[src/frac_pkg.sv]
// ----------------------------------------------------------------------------
// frac_pkg: shared types and constants for the fraction multiply/divide/reduce
// block. Holds the operand and product widths, the opcode codes, the
// sequencer states and the result record.
// ----------------------------------------------------------------------------
package frac_pkg;

    localparam int OPW  = 16;            // operand field width
    localparam int PW   = 2 * OPW;       // exact product width
    localparam int SW   = PW + 1;        // shared subtractor width
    localparam int CW   = $clog2(PW);    // bit counter / shift amount width
    localparam int OUTW = 32;            // result field width

    localparam logic [1:0] OP_PASS = 2'd0;
    localparam logic [1:0] OP_MUL  = 2'd1;
    localparam logic [1:0] OP_DIV  = 2'd2;

    typedef enum logic [3:0] {
        ST_IDLE,
        ST_MUL_N,
        ST_MUL_D,
        ST_MAG_N,
        ST_MAG_D,
        ST_GCD_TWO,
        ST_GCD_ODD,
        ST_GCD_LOOP,
        ST_GCD_END,
        ST_DIV_N,
        ST_DIV_D,
        ST_NEG_N,
        ST_NEG_D,
        ST_DONE
    } t_state;

    typedef struct packed {
        logic signed [OUTW-1:0] raw_num;
        logic signed [OUTW-1:0] raw_den;
        logic signed [OUTW-1:0] red_num;
        logic signed [OUTW-1:0] red_den;
        logic                   status;
    } t_result;

    // Low OUTW bits of a two's complement value, sign-extended when narrower.
    function automatic logic signed [OUTW-1:0] to_out(input logic signed [PW-1:0] v);
        return OUTW'(v);
    endfunction

endpackage

[src/frac_mul.sv]
// ----------------------------------------------------------------------------
// frac_mul: signed operand multiplier
// Forms the exact signed product of two operand-width values.
// ----------------------------------------------------------------------------
module frac_mul import frac_pkg::*; (
    input  logic signed [OPW-1:0] i_a,
    input  logic signed [OPW-1:0] i_b,
    output logic signed [PW-1:0]  o_p
);

    assign o_p = i_a * i_b;

endmodule

[src/frac_sub.sv]
// ----------------------------------------------------------------------------
// frac_sub: shared subtract/compare unit
// Unsigned difference of two words with a borrow flag (x < y).
// ----------------------------------------------------------------------------
module frac_sub import frac_pkg::*; (
    input  logic [SW-1:0] i_x,
    input  logic [SW-1:0] i_y,
    output logic [SW-1:0] o_diff,
    output logic          o_borrow
);

    assign {o_borrow, o_diff} = {1'b0, i_x} - {1'b0, i_y};

endmodule

[src/frac_core.sv]
// ----------------------------------------------------------------------------
// frac_core: sequencer and datapath registers
// Forms the raw fraction on the multiplier, then runs magnitude, binary GCD,
// two restoring divisions and sign restore on the shared subtractor.
// ----------------------------------------------------------------------------
module frac_core import frac_pkg::*; (
    input  logic                  i_clk,
    input  logic                  i_rst_n,
    input  logic                  i_start,
    input  logic [1:0]            i_opcode,
    input  logic signed [OPW-1:0] i_num_a,
    input  logic signed [OPW-1:0] i_den_a,
    input  logic signed [OPW-1:0] i_num_b,
    input  logic signed [OPW-1:0] i_den_b,
    input  logic                  i_take,
    output logic                  o_idle,
    output logic                  o_done,
    output t_result               o_result
);

    localparam logic signed [OPW-1:0] ONE = OPW'(1);

    t_state r_state, n_state;

    logic [1:0]              r_op,  n_op;
    logic signed [OPW-1:0]   r_na,  n_na, r_da, n_da, r_nb, n_nb, r_db, n_db;
    logic signed [PW-1:0]    r_rn,  n_rn, r_rd, n_rd;
    logic [PW-1:0]           r_mn,  n_mn, r_md, n_md;
    logic [PW-1:0]           r_a,   n_a,  r_b,  n_b;
    logic [CW-1:0]           r_k,   n_k;
    logic [PW-1:0]           r_g,   n_g;
    logic [PW-1:0]           r_q,   n_q,  r_qn, n_qn, r_rem, n_rem;
    logic [CW-1:0]           r_cnt, n_cnt;
    logic signed [OUTW-1:0]  r_red_num, n_red_num, r_red_den, n_red_den;
    logic                    r_status, n_status;

    logic signed [OPW-1:0]   mul_a, mul_b;
    logic signed [PW-1:0]    mul_p;
    logic [SW-1:0]           sub_x, sub_y, sub_diff;
    logic                    sub_borrow;

    frac_mul u_mul (
        .i_a (mul_a),
        .i_b (mul_b),
        .o_p (mul_p)
    );

    frac_sub u_sub (
        .i_x      (sub_x),
        .i_y      (sub_y),
        .o_diff   (sub_diff),
        .o_borrow (sub_borrow)
    );

    always_ff @(posedge i_clk) begin
        if (!i_rst_n) begin
            r_state <= ST_IDLE;
        end else begin
            r_state <= n_state;
        end
    end

    always_ff @(posedge i_clk) begin
        r_op      <= n_op;
        r_na      <= n_na;
        r_da      <= n_da;
        r_nb      <= n_nb;
        r_db      <= n_db;
        r_rn      <= n_rn;
        r_rd      <= n_rd;
        r_mn      <= n_mn;
        r_md      <= n_md;
        r_a       <= n_a;
        r_b       <= n_b;
        r_k       <= n_k;
        r_g       <= n_g;
        r_q       <= n_q;
        r_qn      <= n_qn;
        r_rem     <= n_rem;
        r_cnt     <= n_cnt;
        r_red_num <= n_red_num;
        r_red_den <= n_red_den;
        r_status  <= n_status;
    end

    always_comb begin
        n_state   = r_state;
        n_op      = r_op;
        n_na      = r_na;
        n_da      = r_da;
        n_nb      = r_nb;
        n_db      = r_db;
        n_rn      = r_rn;
        n_rd      = r_rd;
        n_mn      = r_mn;
        n_md      = r_md;
        n_a       = r_a;
        n_b       = r_b;
        n_k       = r_k;
        n_g       = r_g;
        n_q       = r_q;
        n_qn      = r_qn;
        n_rem     = r_rem;
        n_cnt     = r_cnt;
        n_red_num = r_red_num;
        n_red_den = r_red_den;
        n_status  = r_status;
        mul_a     = r_na;
        mul_b     = ONE;
        sub_x     = '0;
        sub_y     = '0;

        unique case (r_state)
            ST_IDLE: begin
                if (i_start) begin
                    n_op    = i_opcode;
                    n_na    = i_num_a;
                    n_da    = i_den_a;
                    n_nb    = i_num_b;
                    n_db    = i_den_b;
                    n_state = ST_MUL_N;
                end
            end
            ST_MUL_N: begin
                mul_a = r_na;
                unique case (r_op)
                    OP_MUL:  mul_b = r_nb;
                    OP_DIV:  mul_b = r_db;
                    default: mul_b = ONE;
                endcase
                n_rn    = mul_p;
                n_state = ST_MUL_D;
            end
            ST_MUL_D: begin
                mul_a = r_da;
                unique case (r_op)
                    OP_MUL:  mul_b = r_db;
                    OP_DIV:  mul_b = r_nb;
                    default: mul_b = ONE;
                endcase
                n_rd    = mul_p;
                n_state = ST_MAG_N;
            end
            ST_MAG_N: begin
                sub_y   = {1'b0, r_rn};
                n_mn    = r_rn[PW-1] ? sub_diff[PW-1:0] : r_rn;
                n_a     = n_mn;
                n_state = ST_MAG_D;
            end
            ST_MAG_D: begin
                sub_y = {1'b0, r_rd};
                n_md  = r_rd[PW-1] ? sub_diff[PW-1:0] : r_rd;
                n_b   = n_md;
                n_k   = '0;
                priority if (r_rd == '0) begin
                    n_red_num = to_out(r_rn);
                    n_red_den = to_out(r_rd);
                    n_status  = 1'b1;
                    n_state   = ST_DONE;
                end else if (r_rn == '0) begin
                    n_red_num = '0;
                    n_red_den = OUTW'(1);
                    n_status  = 1'b0;
                    n_state   = ST_DONE;
                end else begin
                    n_status  = 1'b0;
                    n_state   = ST_GCD_TWO;
                end
            end
            ST_GCD_TWO: begin
                // strip common factors of two
                if (!r_a[0] && !r_b[0]) begin
                    n_a = r_a >> 1;
                    n_b = r_b >> 1;
                    n_k = r_k + 1'b1;
                end else begin
                    n_state = ST_GCD_ODD;
                end
            end
            ST_GCD_ODD: begin
                if (!r_a[0]) begin
                    n_a = r_a >> 1;
                end else begin
                    n_state = ST_GCD_LOOP;
                end
            end
            ST_GCD_LOOP: begin
                sub_x = {1'b0, r_b};
                sub_y = {1'b0, r_a};
                priority if (r_b == '0) begin
                    n_state = ST_GCD_END;
                end else if (!r_b[0]) begin
                    n_b = r_b >> 1;
                end else if (sub_borrow) begin
                    n_a = r_b;
                    n_b = r_a;
                end else begin
                    n_b = sub_diff[PW-1:0];
                end
            end
            ST_GCD_END: begin
                n_g     = r_a << r_k;
                n_q     = r_mn;
                n_rem   = '0;
                n_cnt   = CW'(PW - 1);
                n_state = ST_DIV_N;
            end
            ST_DIV_N, ST_DIV_D: begin
                // one restoring division step per cycle
                sub_x = {r_rem, r_q[PW-1]};
                sub_y = {1'b0, r_g};
                n_rem = sub_borrow ? sub_x[PW-1:0] : sub_diff[PW-1:0];
                n_q   = {r_q[PW-2:0], !sub_borrow};
                n_cnt = r_cnt - 1'b1;
                if (r_cnt == '0) begin
                    if (r_state == ST_DIV_N) begin
                        n_qn    = n_q;
                        n_q     = r_md;
                        n_rem   = '0;
                        n_cnt   = CW'(PW - 1);
                        n_state = ST_DIV_D;
                    end else begin
                        n_state = ST_NEG_N;
                    end
                end
            end
            ST_NEG_N: begin
                sub_y     = {1'b0, r_qn};
                n_red_num = to_out(r_rn[PW-1] ? signed'(sub_diff[PW-1:0]) : signed'(r_qn));
                n_state   = ST_NEG_D;
            end
            ST_NEG_D: begin
                sub_y     = {1'b0, r_q};
                n_red_den = to_out(r_rd[PW-1] ? signed'(sub_diff[PW-1:0]) : signed'(r_q));
                n_state   = ST_DONE;
            end
            ST_DONE: begin
                if (i_take) begin
                    n_state = ST_IDLE;
                end
            end
            default: n_state = ST_IDLE;
        endcase
    end

    assign o_idle = (r_state == ST_IDLE);
    assign o_done = (r_state == ST_DONE);

    assign o_result.raw_num = to_out(r_rn);
    assign o_result.raw_den = to_out(r_rd);
    assign o_result.red_num = r_red_num;
    assign o_result.red_den = r_red_den;
    assign o_result.status  = r_status;

endmodule

[src/fraction_mul_div_reduce.sv]
// ----------------------------------------------------------------------------
// fraction_mul_div_reduce: rational multiply/divide with GCD reduction
// Passes, multiplies or divides two signed fractions and returns the raw
// result together with its lowest-terms form, signs kept per part.
// ----------------------------------------------------------------------------
//
//  channel   handshake             payload
//  -------   -------------------   ------------------------------------------
//  request   i_valid / o_ready     i_opcode, i_num_a, i_den_a, i_num_b, i_den_b
//  result    o_valid / i_ready     o_raw_num, o_raw_den, o_red_num, o_red_den,
//                                  o_status
//
//  Sequence: products, magnitudes, binary GCD, divider set-up, two divisions and
//  signs, then hand-off; each GCD loop step halves, subtracts or swaps, and a
//  zero part goes straight from the magnitudes to the hand-off.
//  Reset: synchronous, active low; clears the sequencer and the output valid.
//  Stalls: a finished result moves to the output register and the next request
//  is taken while it waits; the core holds its own result until the slot frees.
// ----------------------------------------------------------------------------
module fraction_mul_div_reduce import frac_pkg::*; (
    input  logic                   i_clk,
    input  logic                   i_rst_n,
    input  logic                   i_valid,
    output logic                   o_ready,
    input  logic [1:0]             i_opcode,
    input  logic signed [OPW-1:0]  i_num_a,
    input  logic signed [OPW-1:0]  i_den_a,
    input  logic signed [OPW-1:0]  i_num_b,
    input  logic signed [OPW-1:0]  i_den_b,
    output logic                   o_valid,
    input  logic                   i_ready,
    output logic signed [OUTW-1:0] o_raw_num,
    output logic signed [OUTW-1:0] o_raw_den,
    output logic signed [OUTW-1:0] o_red_num,
    output logic signed [OUTW-1:0] o_red_den,
    output logic                   o_status
);

    logic    core_idle;
    logic    core_done;
    logic    out_free;
    logic    take;
    t_result core_res;

    logic    r_ovalid;
    t_result r_out;

    // Output slot is free when empty or being drained this cycle.
    assign out_free = !r_ovalid || i_ready;
    assign take     = core_done && out_free;
    assign o_ready  = core_idle;

    frac_core u_core (
        .i_clk    (i_clk),
        .i_rst_n  (i_rst_n),
        .i_start  (i_valid && core_idle),
        .i_opcode (i_opcode),
        .i_num_a  (i_num_a),
        .i_den_a  (i_den_a),
        .i_num_b  (i_num_b),
        .i_den_b  (i_den_b),
        .i_take   (out_free),
        .o_idle   (core_idle),
        .o_done   (core_done),
        .o_result (core_res)
    );

    // Hold the result until it is taken; load a new one when the core finishes.
    always_ff @(posedge i_clk) begin
        if (!i_rst_n) begin
            r_ovalid <= 1'b0;
        end else if (take) begin
            r_ovalid <= 1'b1;
        end else if (i_ready) begin
            r_ovalid <= 1'b0;
        end
    end

    always_ff @(posedge i_clk) begin
        if (take) begin
            r_out <= core_res;
        end
    end

    assign o_valid   = r_ovalid;
    assign o_raw_num = r_out.raw_num;
    assign o_raw_den = r_out.raw_den;
    assign o_red_num = r_out.red_num;
    assign o_red_den = r_out.red_den;
    assign o_status  = r_out.status;

`ifndef SYNTHESIS
    // An accepted request keeps the block busy in the next cycle.
    a_busy_after_accept: assert property (@(posedge i_clk) disable iff (!i_rst_n)
        (i_valid && o_ready) |=> !o_ready)
        else $error("request port ready right after an accepted request");

    // A zero-denominator status only comes with a zero raw denominator.
    a_status_den: assert property (@(posedge i_clk) disable iff (!i_rst_n)
        (o_valid && o_status) |-> (o_raw_den == '0))
        else $error("status set with nonzero raw denominator");

    // Unreduced results carry the raw fraction through.
    a_status_red: assert property (@(posedge i_clk) disable iff (!i_rst_n)
        (o_valid && o_status) |-> (o_red_num == o_raw_num && o_red_den == o_raw_den))
        else $error("reduced fraction differs from raw when status set");
`endif

endmodule

[config.mk]
export PLATFORM = sky130hd
export DESIGN_NAME = fraction_mul_div_reduce
export DESIGN_NICKNAME = d
export VERILOG_FILES = /design/src/frac_pkg.sv /design/src/frac_mul.sv /design/src/frac_sub.sv /design/src/frac_core.sv /design/src/fraction_mul_div_reduce.sv
export SDC_FILE = /design/constraint.sdc
export NUM_CORES = 2
export LEC_CHECK = 0
export ABC_AREA = 0
export BUFFER_PORTS_ARGS = -buffer_cell sky130_fd_sc_hd__buf_2
export CORE_MARGIN = 5
export CORE_UTILIZATION = 50
export DETAILED_ROUTE_END_ITERATION = 12
export PLACE_DENSITY = 0.67
export SYNTH_ARGS = -nofsm -noshare
export SYNTH_HDL_FRONTEND = slang
export SYNTH_SLANG_ARGS = --single-unit
[constraint.sdc]
create_clock -name i_clk -period 15.2 [get_ports i_clk]
set_input_delay 0 -clock i_clk [delete_from_list [all_inputs] [get_ports i_clk]]
set_output_delay 0 -clock i_clk [all_outputs]
set_load 0.01 [all_outputs]
* Yosys cells after proc, flatten, opt, wreduce, memory -nomap -nowiden
Index checks and enable logic that the tools add are counted.
** Word-level totals
- Register bits :: 595
- Input port bits :: 70
- Output and inout bits :: 131
- Word-level logic and storage cells :: 142
** Operators by class
- Add/sub/neg operators :: 3
- Multiply operators :: 1
- Equal/unequal tests :: 27
- Shift-type cells :: 1
- Multiplexer cells :: 52
- Reduce and logical (&&, ||, !) cells :: 30
** Operators with widths (count)
- $mux W32 :: 22
- $pmux W32 S2 :: 4
- $pmux W32 S6 :: 1
- $pmux W32 S4 :: 1
- $logic_not A32 Y1 :: 3
- $pmux W16 S2 :: 3
- $pmux W32 S3 :: 1
- $pmux W33 S2 :: 1
- $pmux W4 S13 :: 1
- $sub A33 B32 Y34 :: 1
- $mul A16 B16 Y32 :: 1
- $mux W4 :: 8
- $shl A32 B5 Y32 :: 1
- $eq A4 B4 Y1 const B :: 6
- $pmux W5 S2 :: 2
- $eq A4 B3 Y1 const B :: 4
- $mux W16 :: 1
- $ne A2 B1 Y1 const B :: 8
- $mux W5 :: 3
- $reduce_and A6 Y1 :: 2
- $reduce_bool A2 Y1 :: 5
- $eq A4 B2 Y1 const B :: 2
- $reduce_and A2 Y1 :: 4
- $ne A2 B2 Y1 const B :: 3
- 17 further kinds :: 26

* Logic depth before layout (Yosys ltp)
- Word-level depth :: 8
- Depth in mapped cells :: 32
- Gate-level depth less buffers :: 30

* Hierarchy
From an unflattened synthesis, not the netlist that was laid out.
** Unflattened totals
- Cell total of the unflattened synthesis :: 3393
- Area total of the unflattened synthesis :: 38439.4 µm²
** By module, submodules not included
- frac_core :: instances 1, cells each 1858, area an instance 22525.4 µm², sequential area each 13923.4 µm²
- frac_mul :: instances 1, cells each 1105, area an instance 9949.5 µm², sequential area each 0.0 µm²
- fraction_mul_div_reduce :: instances 1, cells each 135, area an instance 3937.5 µm², sequential area each 3893.7 µm²
- frac_sub :: instances 1, cells each 295, area an instance 2026.9 µm², sequential area each 0.0 µm²

* Worst setup path before layout
Ideal clock, no wire load.
- Path type :: register to register
- From :: register u_core.r_state[0]
- To :: register u_core.r_rd[30] (data pin)
- Library setup time :: 0.262 ns
- Arrival :: 9.869 ns
- Data required time :: 14.938 ns
- Setup slack :: 5.069 ns
- Cell stages (with the launch flop) :: 30
- Buffers on the path :: 2
- Period minus slack after synthesis :: 10.131 ns
- Path through :: dfxtp_1 nand2_1 nor3_1 a22o_1 buf_2 a22oi_1 or2_2 clkbuf_1 nor2_1 fa_1 inv_1 fa_1 fa_1 fa_1 inv_1 fa_1 inv_1 fa_1 inv_1 ha_1 a21oi_1 nor3b_1 o21ai_1 a311o_1 a21o_1 a2111o_1 a2111o_1 a31o_1 a21oi_2 xnor2_1
** Between the ends
- Cells in the longest elaborated chain, start to end :: 3
- Elaborated cells on any way between the ends :: 5
- Classes of those cells :: mul: 1; eq/ne: 2; mux: 2
** RTL lines
- start, declared :: line frac_core.sv:23 : t_state r_state, n_state;
- start signal, assigned :: line frac_core.sv:59 : r_state <= n_state;
- $eq A4 B2 Y1 or $eq A4 B1 Y1 (tied branches) :: line frac_core.sv:113 : unique case (r_state)
- $pmux W16 S2 or $mux W16 (tied branches) :: line frac_core.sv:113
- $mul A16 B16 Y32 * :: line frac_mul.sv:11 : assign o_p = i_a * i_b;
- net u_core.mul_p[30] :: line frac_core.sv:38 : logic signed [PW-1:0] mul_p;
- end signal, assigned :: line frac_core.sv:70 : r_rd <= n_rd;
- end, declared :: line frac_core.sv:27 : logic signed [PW-1:0] r_rn, n_rn, r_rd, n_rd;
The timed path passes the listed nets; every way through them passes the cells marked *.
A chain may end at the register's enable or synchronous reset.

* Worst setup path in the final report
- From :: register u_core.r_state[1]
- To :: register u_core.r_rn[30] (data pin)
** Between the ends
- Cells in the longest elaborated chain, start to end :: 3
- Elaborated cells on any way between the ends :: 5
- Classes of those cells :: mul: 1; eq/ne: 2; mux: 2
** RTL lines
- $eq A4 B2 Y1 or $eq A4 B1 Y1 (tied branches) :: line frac_core.sv:113
- $pmux W16 S2 or $mux W16 (tied branches) :: line frac_core.sv:113
- $mul A16 B16 Y32 * :: line frac_mul.sv:11
- net u_core.mul_p[30] :: line frac_core.sv:38
- end signal, assigned :: line frac_core.sv:69 : r_rn <= n_rn;
- end, declared :: line frac_core.sv:27
Marks and branches as above.

==> summary.json <==
{
  "global_routing": {
    "number_of_global_route_vias_before_repair": 28370,
    "grt_util_all_layers_pct": 28.68,
    "grt_overflow": 0,
    "grt_start_max_net_pins": 135,
    "number_of_antenna_violations_at_the_first_check_in_global_routing": 4,
    "first_pass_grt_wire_length_um": 176400
  },
  "finish": {
    "num-nets-final": 3969,
    "area_delta_synth_final_pct": 13.08,
    "filler_cell_count": 6275,
    "fin_area_um2": 42120,
    "post_route_cells_drive_above_1_share_pct": 12.66
  },
  "floorplan": {
    "floorplan.initialDensity_pct": 50.20,
    "die_area_um2": 80060,
    "number_of_primary_i_o_pins": 201,
    "dieHeight_um": 282.9,
    "placeableCoreArea_um2": 74200,
    "floorplan.die.width_um": 282.9,
    "num_rows": 100
  },
  "sta": {
    "whs_ns": 0.05862,
    "fmax_mhz": 102.5,
    "worst_clock_skew_ns": 0.02556,
    "rsz_0062_raised_after_global_routing": "no",
    "timing.setup.tns_ns": 0,
    "slew_violations": 0,
    "final-hold-violation-count": 0,
    "worst-slew-pin-transition_ns": 1.298,
    "timing.final.setup_violations": 0,
    "timing.final.crit_share_pct": 64.17,
    "max-slew-margin-rel_pct": 13.37,
    "period_needed_ns": 9.754
  },
  "routing": {
    "drt_first_pass_iters": 8,
    "antenna_left": 0,
    "routed_wire_length_per_instance_um": 25.82,
    "route.final.wire_length_um": 117200,
    "drt_iter0_drc": 3297,
    "viasPerCell": 6.103,
    "post-route-drc-count": 0,
    "via_count": 27710
  },
  "hold_path": {
    "min_from": "i_num_b[11]",
    "holdPathStages": 2,
    "worstHoldEndpoint": "u_core.r_nb[11]$_DFFE_PP_",
    "min_path_type": "input pin to register"
  },
  "logic_synthesis": {
    "synth_edf_count": 590,
    "synth-warning-count": 0,
    "yosys-top-cells-area": "sky130_fd_sc_hd__edfxtp_1 48%, sky130_fd_sc_hd__fa_1 14%, sky130_fd_sc_hd__ha_1 4.0%",
    "synthesis.area_per_instance_um2": 11.32,
    "synth_async_sr_flop_share_pct": 0,
    "synth_top_cell_by_area": "sky130_fd_sc_hd__edfxtp_1",
    "synth.top_cell.area_share_pct": 47.56,
    "ys_seq_area_share_pct": 47.83,
    "synth-main-ff-cell": "sky130_fd_sc_hd__edfxtp_1",
    "yosysUniqueCellTypes": 76,
    "syn_area_um2": 37250,
    "synth_nets": 3741,
    "netlist_instances": 3290,
    "synth-seq-cells": 595
  },
  "critical_path": {
    "critPathSlowestCell": "sky130_fd_sc_hd__nor2_1",
    "cp_slowest_stage_delay_ns": 0.89,
    "critical_path.reg2reg.startpoint": "u_core.r_state[1]$_SDFFE_PN0P_",
    "startpoint_type": "register",
    "crit_path_max_fanout": 35,
    "worst_r2r_endpoint": "u_core.r_rn[30]$_DFFE_PP_",
    "worst_path_most_repeated_cell": "sky130_fd_sc_hd__fa_1",
    "path_class": "register to register",
    "worst-endpoint-required_ns": 15.59,
    "setup.worst_path.end_class": "register",
    "worstPathArrival_ns": 10.15,
    "reg2reg_slack_ns": 5.45,
    "reg2reg_depth": 28
  },
  "pwr": {
    "vdd.ir_drop.worst_uv": 106.0,
    "p_leak_nw": 16.97,
    "pwr_density_cell_nw_per_um2": 146.9
  },
  "placement": {
    "gp_routability_congestion": 0.9747,
    "post_dp_cell_area_um2": 39440,
    "place_hpwl_um": 83310,
    "port-buffer-count": 200
  },
  "clocking": {
    "clkSinkCount": 595,
    "ctsRootBufferMaster": "sky130_fd_sc_hd__clkbuf_16",
    "tritoncts.num_buffers": 61,
    "max-clock-path-buffers": 3,
    "cts.clk_slew.worst_paths_ns": 0.06,
    "tritoncts_clock_tree": "yes",
    "cts-htree-levels": 2,
    "clkLatencyLatePin_ns": 0.66,
    "postCtsResizedCells": 0
  },
  "run": {
    "cap_viol_max_count": 0
  },
  "outcome": {
    "status": "finished clean"
  }
}
## synthesized netlist by cell type (32+ instances only)
cell type	n
sky130_fd_sc_hd__a21boi_0	33
sky130_fd_sc_hd__a21o_1	32
sky130_fd_sc_hd__a21oi_1	204
sky130_fd_sc_hd__a222oi_1	71
sky130_fd_sc_hd__a22o_1	35
sky130_fd_sc_hd__and2_1	47
sky130_fd_sc_hd__clkbuf_1	133
sky130_fd_sc_hd__edfxtp_1	590
sky130_fd_sc_hd__fa_1	263
sky130_fd_sc_hd__ha_1	118
sky130_fd_sc_hd__inv_1	350
sky130_fd_sc_hd__mux2_2	33
sky130_fd_sc_hd__mux2i_1	94
sky130_fd_sc_hd__nand2_1	340
sky130_fd_sc_hd__nand3_1	51
sky130_fd_sc_hd__nor2_1	304
sky130_fd_sc_hd__o21ai_0	148
sky130_fd_sc_hd__xnor2_1	54
## flip-flops by register name, summed over array words and instances, names as in the netlist, 16 cells and up
signal / cells
u_core.r_rem: 32
u_core.r_da: 16
u_core.r_db: 16
u_core.r_rd: 32
u_core.r_rn: 32
u_core.r_na: 16
o_raw_num: 32
u_core.r_md: 32
u_core.r_mn: 32
u_core.r_g: 32
u_core.r_red_den: 32
u_core.r_b: 32
u_core.r_a: 32
u_core.r_q: 32
o_raw_den: 32
o_red_den: 32
u_core.r_red_num: 32
o_red_num: 32
u_core.r_qn: 32
u_core.r_nb: 16
## worst max-delay path by stage
stage                                              start                   endpoint  cells after the start  slack [ns]
after floorplan           u_core.r_state[0]$_SDFFE_PN0P_  u_core.r_rd[30]$_DFFE_PP_                     29        5.07
after global placement    u_core.r_state[1]$_SDFFE_PN0P_  u_core.r_rd[30]$_DFFE_PP_                     28        5.72
after detailed placement  u_core.r_state[1]$_SDFFE_PN0P_  u_core.r_rd[30]$_DFFE_PP_                     28        5.52
after CTS                 u_core.r_state[1]$_SDFFE_PN0P_  u_core.r_rn[30]$_DFFE_PP_                     28        5.51
after global routing      u_core.r_state[1]$_SDFFE_PN0P_  u_core.r_rd[30]$_DFFE_PP_                     29        4.89
final                     u_core.r_state[1]$_SDFFE_PN0P_  u_core.r_rn[30]$_DFFE_PP_                     28        5.45
## through the flow
stage / utilization (%) / setup slack [ns] / instances / power (mW)
3_3_place_gp: 53.16 / 5.722 / 4356 / 4.589
6_report: 56.77 / 5.446 / 4540 / 6.188
2_1_floorplan: - / 5.069 / 3290 / 3.870
4_1_cts: 56.77 / 5.506 / 4539 / 6.164
3_5_place_dp: 53.16 / 5.521 / 4356 / 4.634
5_1_grt: 56.77 / 4.888 / 4539 / 6.505
## repair_timing
action	CTS	global route
endpoints found under the hold margin	71	0
setup endpoints to repair	0	0
buffers inserted	0	0
hold buffers	68	0
## layout by cell type (no fill, tap or decap), drive strengths merged, types with 11 or more instances in the layout
cell / instances
o21ai: 150
xor2: 13
dlygate4sd3: 68
nor4: 24
a21oi: 205
clkinv: 26
ha: 118
inv: 357
a22oi: 15
o211ai: 15
fa: 263
nor2b: 16
nor3: 26
a21o: 32
a21boi: 33
nor2: 304
nand3: 51
mux2i: 94
a22o: 35
o21a: 27
edfxtp: 590
and2: 48
xnor2: 55
clkbuf: 75
nand2: 340
or2: 19
o22ai: 18
a222oi: 71
a31oi: 11
buf: 268
mux2: 33
or3: 14
a221o: 23
and3: 19
## final cells by class
| class | count | area [um^2] | share of cell area (%) |
|---|---|---|---|
| Sequential cell | 595 | 17820 | 42.30 |
| Multi-Input combinational cell | 2172 | 17570 | 41.70 |
| Timing Repair Buffer | 336 | 2205 | 5.234 |
| Clock buffer | 75 | 1600 | 3.799 |
| Inverter | 352 | 1321 | 3.137 |
| Tap cell | 969 | 1212 | 2.878 |
| Clock inverter | 40 | 397.9 | 0.9446 |
| Antenna cell | 1 | 2.502 | 0.005941 |
## report_power, final
| part | total (mW) | switching (mW) | internal (mW) |
|---|---|---|---|
| Combinational | 2.35 | 1.49 | 0.861 |
| Clock | 1.52 | 0.665 | 0.854 |
| Sequential | 2.32 | 0.209 | 2.11 |
## cells by family after synthesis
| logic type | count (synthesis) | share of synthesized area, % |
|---|---|---|
| multiplexers | 135 | 4.007 |
| buffers and inverters | 523 | 5.307 |
| AO/OA/AOI/OAI | 703 | 12.83 |
| adder cells (fa/ha/maj) | 381 | 18.10 |
| XOR/XNOR | 68 | 1.619 |
| flip-flops | 595 | 47.83 |
| AND/OR/NAND/NOR | 885 | 10.30 |
## metal layers
layer  routed length, um  global-route usage [%]  vias to the layer above
li1                    -                       -                    12150
met1               43670                   35.90                    13660
met2               56040                   47.96                     1546
met3               10780                   6.029                      351
met4                6688                   13.73                        4
met5                  34                       0                        -
## critical path, delay by kind of cell, from the launching register on
| kind | cells | cell delay [ns] |
|---|---|---|
| flip-flops | 1 | 0.84 |
| buffers and inverters | 6 | 0.71 |
| adder cells (fa/ha/maj) | 7 | 3.33 |
| AND/OR/NAND/NOR | 5 | 1.67 |
| AO/OA/AOI/OAI | 9 | 2.86 |
| XOR/XNOR | 1 | 0.08 |
No activity file was read; power rests on OpenSTA's default activity.
